--- config.mk ---
export PLATFORM = sky130hd
export DESIGN_NAME = rbst_merge
export DESIGN_NICKNAME = d
export VERILOG_FILES = /design/src/rbst_pkg.sv /design/src/rbst_merge.sv
export SDC_FILE = /design/constraint.sdc
export NUM_CORES = 1
export LEC_CHECK = 0
export BUFFER_PORTS_ARGS = -buffer_cell sky130_fd_sc_hd__clkbuf_2
export CORE_AREA = 2 2 165 86
export DETAILED_ROUTE_END_ITERATION = 8
export DIE_AREA = 0 0 167 88
export GPL_TIMING_DRIVEN = 0
export PLACE_DENSITY = 0.9
export SLEW_MARGIN = 20
export SYNTH_ARGS = -nofsm -noshare
export SYNTH_HDL_FRONTEND = slang
export SYNTH_SLANG_ARGS = --single-unit
--- constraint.sdc ---
create_clock -name vclk -period 58
set_clock_uncertainty 0.05 [all_clocks]
set_input_delay 17.4 -clock vclk [all_inputs]
set_output_delay 17.4 -clock vclk [all_outputs]
set_load 0.02 [all_outputs]
--- src/rbst_pkg.sv ---
// rbst_pkg: shared constants and types of the ray/box slab test
`timescale 1ns / 1ps
`default_nettype none

package rbst_pkg;

    // default number format, signed Q16.16
    localparam int COORD_WIDTH_DEF = 32;
    localparam int FRAC_BITS_DEF   = 16;
    localparam int NUM_AXES        = 3;

    // configuration register indexes
    typedef enum logic [2:0] {
        REG_ORIGIN_X = 3'd0,
        REG_ORIGIN_Y = 3'd1,
        REG_ORIGIN_Z = 3'd2,
        REG_DIR_X    = 3'd3,
        REG_DIR_Y    = 3'd4,
        REG_DIR_Z    = 3'd5,
        REG_IVL_LOW  = 3'd6,
        REG_IVL_HIGH = 3'd7
    } reg_idx_t;

    // per-axis side information carried along the divider pipeline
    typedef struct packed {
        logic zero_dir;
        logic miss;
        logic neg_lo;
        logic neg_hi;
    } lane_side_t;

    // per-axis status handed from a lane to the merge logic
    typedef struct packed {
        logic bounded;
        logic miss;
    } lane_flags_t;

endpackage

`default_nettype wire

--- src/rbst_merge.sv ---
// rbst_merge: narrows the axis intervals and forms the hit flag
`timescale 1ns / 1ps
`default_nettype none

module rbst_merge #(
    parameter int COORD_WIDTH = 32
) (
    input  wire logic signed [COORD_WIDTH-1:0] t_enter [rbst_pkg::NUM_AXES],
    input  wire logic signed [COORD_WIDTH-1:0] t_exit  [rbst_pkg::NUM_AXES],
    input  wire rbst_pkg::lane_flags_t         flags   [rbst_pkg::NUM_AXES],
    input  wire logic signed [COORD_WIDTH-1:0] ivl_low,
    input  wire logic signed [COORD_WIDTH-1:0] ivl_high,
    output logic                               hit
);
    import rbst_pkg::*;

    localparam logic signed [COORD_WIDTH-1:0] T_MIN = {1'b1, {(COORD_WIDTH-1){1'b0}}};
    localparam logic signed [COORD_WIDTH-1:0] T_MAX = {1'b0, {(COORD_WIDTH-1){1'b1}}};

    logic signed [COORD_WIDTH-1:0] enter, leave;
    logic                          any_bounded, any_miss;

    // latest entry, earliest exit over the bounded axes
    always_comb begin
        enter       = T_MIN;
        leave       = T_MAX;
        any_bounded = 1'b0;
        any_miss    = 1'b0;
        for (int a = 0; a < NUM_AXES; a++) begin
            any_miss = any_miss | flags[a].miss;
            if (flags[a].bounded) begin
                any_bounded = 1'b1;
                if (t_enter[a] > enter) enter = t_enter[a];
                if (t_exit[a] < leave)  leave = t_exit[a];
            end
        end
        hit = !any_miss &&
              (!any_bounded || ((enter <= leave) && (enter < ivl_high) && (leave > ivl_low)));
    end

endmodule

`default_nettype wire

Word level (Yosys, flattened, before mapping)
Cells that the tools add are included.
Widths: inputs -> output; s select.
{"block": "classes", "reduce_logical": 6, "n_mux": 15, "div": 0, "n_eq_ne": 0, "bitwise": 2, "magnitude_cmp": 9, "n_addsub": 0, "multipliers": 0, "n_shift": 0}
{"op": "$mux 32", "n": 12}
{"op": "$gt 32x32->1", "n": 3}
{"op": "$lt 32x32->1", "n": 3}
{"op": "$gt 32x32->1 const B", "n": 1}
{"op": "$le 32x32->1", "n": 1}
{"op": "$lt 32x32->1 const B", "n": 1}
{"op": "$logic_and 1x1->1", "n": 3}
{"op": "$mux 1", "n": 3}
{"op": "$logic_not 1->1", "n": 2}
{"op": "$or 1x1->1", "n": 2}
{"op": "$logic_or 1x1->1", "n": 1}
{"block": "word_totals", "mem_count": 0, "word_cells": 32, "out_inout_bits": 1, "romBits": 0, "mem_bits_rw": 0, "in_bits": 262, "register_bits": 0, "latchBits": 0}

Depth between registers and ports, before layout
{"block": "depth", "word_depth": 14, "depth_mapped": 42, "depth_no_buf": 38}

Worst setup path after synthesis
Ideal clock, no wire load.
{"block": "synth_timing", "path_kind": "input-to-output", "start": "input t_exit[95] in the netlist's numbering", "end": "output hit", "t_required_ns": 40.550, "path_buffers": 4, "setup_slack_ns": 15.289, "arrival_ns": 25.261, "path_stages": 41, "path_cell_list": "nand4b_1 -> or4_1 -> o21ai_0 -> clkbuf_1 -> nor2_1 -> ha_1 -> nand4_1 -> nor3_1 -> o311ai_1 -> a31oi_1 -> o21ai_1 -> a21oi_2 -> clkbuf_1 -> nor2_1 -> a21oi_1 -> inv_1 -> ha_1 -> a21o_1 -> [5 not listed] -> a221o_1 -> a21oi_2 -> mux2i_1 -> buf_6 -> buf_2 -> mux2i_1 -> ha_1 -> nor2b_1 -> o21ai_0 -> nand2b_1 -> a21oi_1 -> nor2_1 -> a2111oi_0 -> o41ai_1 -> nor2_1 -> nor4bb_1 -> o31ai_1 -> o21ai_1"}
{"block": "synth_via", "elab_chain_cells": 14, "word_cells_on_any_way": 15, "classes_between": "order compare: 5; mux: 6; reduce/logical: 4"}
{"element": "from (decl)", "line_no": "rbst_merge.sv:9", "text": "input wire logic signed [COORD_WIDTH-1:0] t_exit [rbst_pkg::NUM_AXES],"}
{"element": "$lt 32x32->1", "line_no": "rbst_merge.sv:34", "text": "if (t_exit[a] < leave) leave = t_exit[a];"}
{"element": "$mux 32 *", "line_no": "rbst_merge.sv:34"}
{"element": "$mux 32 *", "line_no": "rbst_merge.sv:31", "text": "if (flags[a].bounded) begin"}
{"element": "$lt 32x32->1", "line_no": "rbst_merge.sv:34"}
{"element": "$mux 32", "line_no": "rbst_merge.sv:34"}
{"element": "$mux 32 *", "line_no": "rbst_merge.sv:31"}
{"element": "$lt 32x32->1", "line_no": "rbst_merge.sv:34"}
{"element": "$mux 32", "line_no": "rbst_merge.sv:34"}
{"element": "$mux 32 *", "line_no": "rbst_merge.sv:31"}
{"element": "$le 32x32->1", "line_no": "rbst_merge.sv:38", "text": "(!any_bounded || ((enter <= leave) && (enter < ivl_high) && (leave > ivl_low)));"}
{"element": "$logic_and 1x1->1", "line_no": "rbst_merge.sv:38"}
{"element": "$logic_and 1x1->1 *", "line_no": "rbst_merge.sv:38"}
{"element": "$logic_or 1x1->1 *", "line_no": "rbst_merge.sv:38"}
{"element": "$logic_and 1x1->1 *", "line_no": "rbst_merge.sv:37", "text": "hit = !any_miss &&"}
{"element": "to (decl)", "line_no": "rbst_merge.sv:13", "text": "output logic hit"}
Every way passes the cells marked *; elsewhere a longest branch is shown, timed or not.

Final worst setup path
{"block": "layout_timing", "start": "input t_enter[89] in the netlist's numbering", "end": "output hit"}
{"block": "layout_via", "elab_chain_cells": 14, "word_cells_on_any_way": 15, "classes_between": "order compare: 5; mux: 6; reduce/logical: 4"}
{"element": "from (decl)", "line_no": "rbst_merge.sv:8", "text": "input wire logic signed [COORD_WIDTH-1:0] t_enter [rbst_pkg::NUM_AXES],"}
{"element": "$gt 32x32->1", "line_no": "rbst_merge.sv:33", "text": "if (t_enter[a] > enter) enter = t_enter[a];"}
{"element": "$mux 32 *", "line_no": "rbst_merge.sv:33"}
{"element": "$mux 32 *", "line_no": "rbst_merge.sv:31"}
{"element": "$gt 32x32->1", "line_no": "rbst_merge.sv:33"}
{"element": "$mux 32", "line_no": "rbst_merge.sv:33"}
{"element": "$mux 32 *", "line_no": "rbst_merge.sv:31"}
{"element": "$gt 32x32->1", "line_no": "rbst_merge.sv:33"}
{"element": "$mux 32", "line_no": "rbst_merge.sv:33"}
{"element": "$mux 32 *", "line_no": "rbst_merge.sv:31"}
{"element": "$le 32x32->1 / $lt 32x32->1 (equally long branches)", "line_no": "rbst_merge.sv:38"}
{"element": "$logic_and 1x1->1 * (2 in series)", "line_no": "rbst_merge.sv:38"}
{"element": "$logic_or 1x1->1 *", "line_no": "rbst_merge.sv:38"}
{"element": "$logic_and 1x1->1 *", "line_no": "rbst_merge.sv:37"}
Marked as above.

==> run metrics <==
pwr dens 12.97 nW/µm²; crit start category input port; Clock buffer cells 0; Hold Buf Count CTS 0; maximum number of pins on one net before global-route repair 11; die area ~15000 µm²; Initial Util 0.5735; P_sw between 0.06 and 0.07 mW; Post-Place Cells 1500; filler cell count 1188; PortBufs 263; CP peak stage delay about 0.9 ns; Net Count, Synth 1544; setup ws final 12.29 ns; net count reported at finish 1809; Avg Cell Area, Syn 7.162 µm²; CP max-delay cell nor4_1; DRT Wirelength approximately 27000 µm; I/O pins ~260; cell count after synthesis 1061; WS Path Type input port to output port; GRT overflow 0; Slew headroom 0.3061; Max Clk Rate roughly 22 MHz; final cell count without fillers 1500; combinational power share 1.000; wire per inst about 18 µm; Unique masters post-synth 58; setup bufs post-CTS 0; die height around 88 µm; Worst Hold Class input port to output port; multi-input logic area 6952 µm²; final setup vio count 0; Tmin final 45.71 ns; Synth Warn # 0; layout cells sized above 1 0.2349; Antenna Nets Post-Route 0; FF/Latch Area 0 µm²; CP endpoint kind output port; IR Drop Worst-Case VDD around 0.0057 mV; Worst Tran Pin Value approximately 1.0 ns; status finished, final reports clean; Via Count 8998; seq_cells 0; vias in the first global route 8410; Setup TNS Final 0 ns; Seq/Total Area, Yosys 0; initial antenna violation count 1; core area 13250 µm²; Critical path buffers and inverters 7; maxcap violations 0; cell family with most CP delay simple AND/OR/NAND/NOR gates; row count 30; clock power share 0; PostCTS Resize Cnt 0; first-pass GRT wire length between 40000 and 50000 µm; critical path required time 40.55 ns; drt first pass iters 5; leak pwr 5.336 nW; post-DP HPWL 24120 µm; switching share of power 0.5601; synthesis-to-layout area growth 20.22%; Tot GR Track Use 0.3465; met3 routed WL 3616 µm; worst hold slack 35.15 ns; critical path fanouts, max 10; DR iter-0 viols 757; met1 WL roughly 13000 µm; worst path arrival time 28.26 ns; Int Pwr between 0.05 and 0.06 mW; uppermost routed layer met5; Post-route DRC 0; final hold vios 0; RSZ-0062 raised after global routing false; Sequential Power Share 0; die width 167 µm; number of diodes 0; DR WL met2 10350 µm; dpl ws roughly 13 ns; final worst-path cycle share 0.7881; GP Congestion ~0.98; vias per cell 5.999; Slew Viols, Final 0; Post-Syn Area 7599 µm²
[kinds of logic (layout without fill, tap and decap cells)]
kind of cell,after synthesis,count (layout),share of synthesized area
xor+xnor,1,1,0.001153
mux,99,99,0.1500
simple gates,333,333,0.2073
compound gates,244,244,0.1925
fa+ha+maj,221,221,0.3639
buf+inv,163,426,0.08513
[per-layer routing]
metal / global-route usage / up-vias
met2: 0.5152 / 516
met1: 0.5129 / 4063
met3: 0.09354 / 35
li1: - / 4382
met5: 0 / -
met4: 0.03056 / 2
[placed cells by master, fill, tap and decap left out, drive strengths merged, types with 14 or more instances in the layout]
master  count
clkbuf    284
ha        221
inv       132
nor2      126
a21oi     124
nand2      72
mux2i      64
nand4      47
o21ai      38
mux2       35
a21o       32
nand3      19
nor2b      14
[final timing paths]
kind                  depth (start not counted)        start   to  slack (ns)
worst max-delay path                         36  t_enter[89]  hit       12.29
worst min-delay path                          5     flags[0]  hit       35.15
[area by class of cell]
class                           instances  area share
Multi-Input combinational cell        898      0.7610
Timing Repair Buffer                  263      0.1441
Inverter                              132     0.05424
Tap cell                              176     0.02411
Buffer                                 31     0.01657
[synth_stat cells, types with 6 or more instances]
cell	number	area [µm²]
a211oi_1	6	45.04
a21o_1	32	240.2
a21oi_1	122	610.6
clkbuf_1	21	78.83
ha_1	221	2765
inv_1	132	495.5
mux2_2	7	78.83
mux2_4	28	420.4
mux2i_1	64	640.6
nand2_1	72	270.3
nand2b_1	10	62.56
nand3_1	19	95.09
nand4_1	47	294.0
nor2_1	126	473.0
nor2b_1	14	87.58
nor3_1	13	65.06
nor4_1	11	68.82
o211ai_1	6	45.04
o21ai_0	35	175.2
[power by group through the flow]
stage	sequential [mW]	clock (mW)	combinational (mW)
after floorplan	0	0	0.0789
after global placement	0	0	0.110
after detailed placement	0	0	0.115
after CTS	0	0	0.116
after global routing	0	0	0.132
final	0	0	0.119
[tightest hold or removal path, stage by stage]
cell and delay [ns]:
clkbuf_2 0.07, nor3_1 0.05, nand2_1 0.06, o21ai_1 0.05, clkbuf_2 0.16
[metrics by stage]
| stage | total power [mW] | util | cell area (µm²) |
|---|---|---|---|
| 6_report | 0.1185 | 0.6894 | 9135 |
| 5_1_grt | 0.1315 | 0.6894 | 9135 |
| 4_1_cts | 0.1156 | 0.6894 | 9135 |
| 3_5_place_dp | 0.1145 | 0.6894 | 9135 |
| 3_3_place_gp | 0.1103 | 0.6894 | 9135 |
| 2_1_floorplan | 0.07890 | - | 7599 |
No activity file was read; power rests on OpenSTA's default activity.
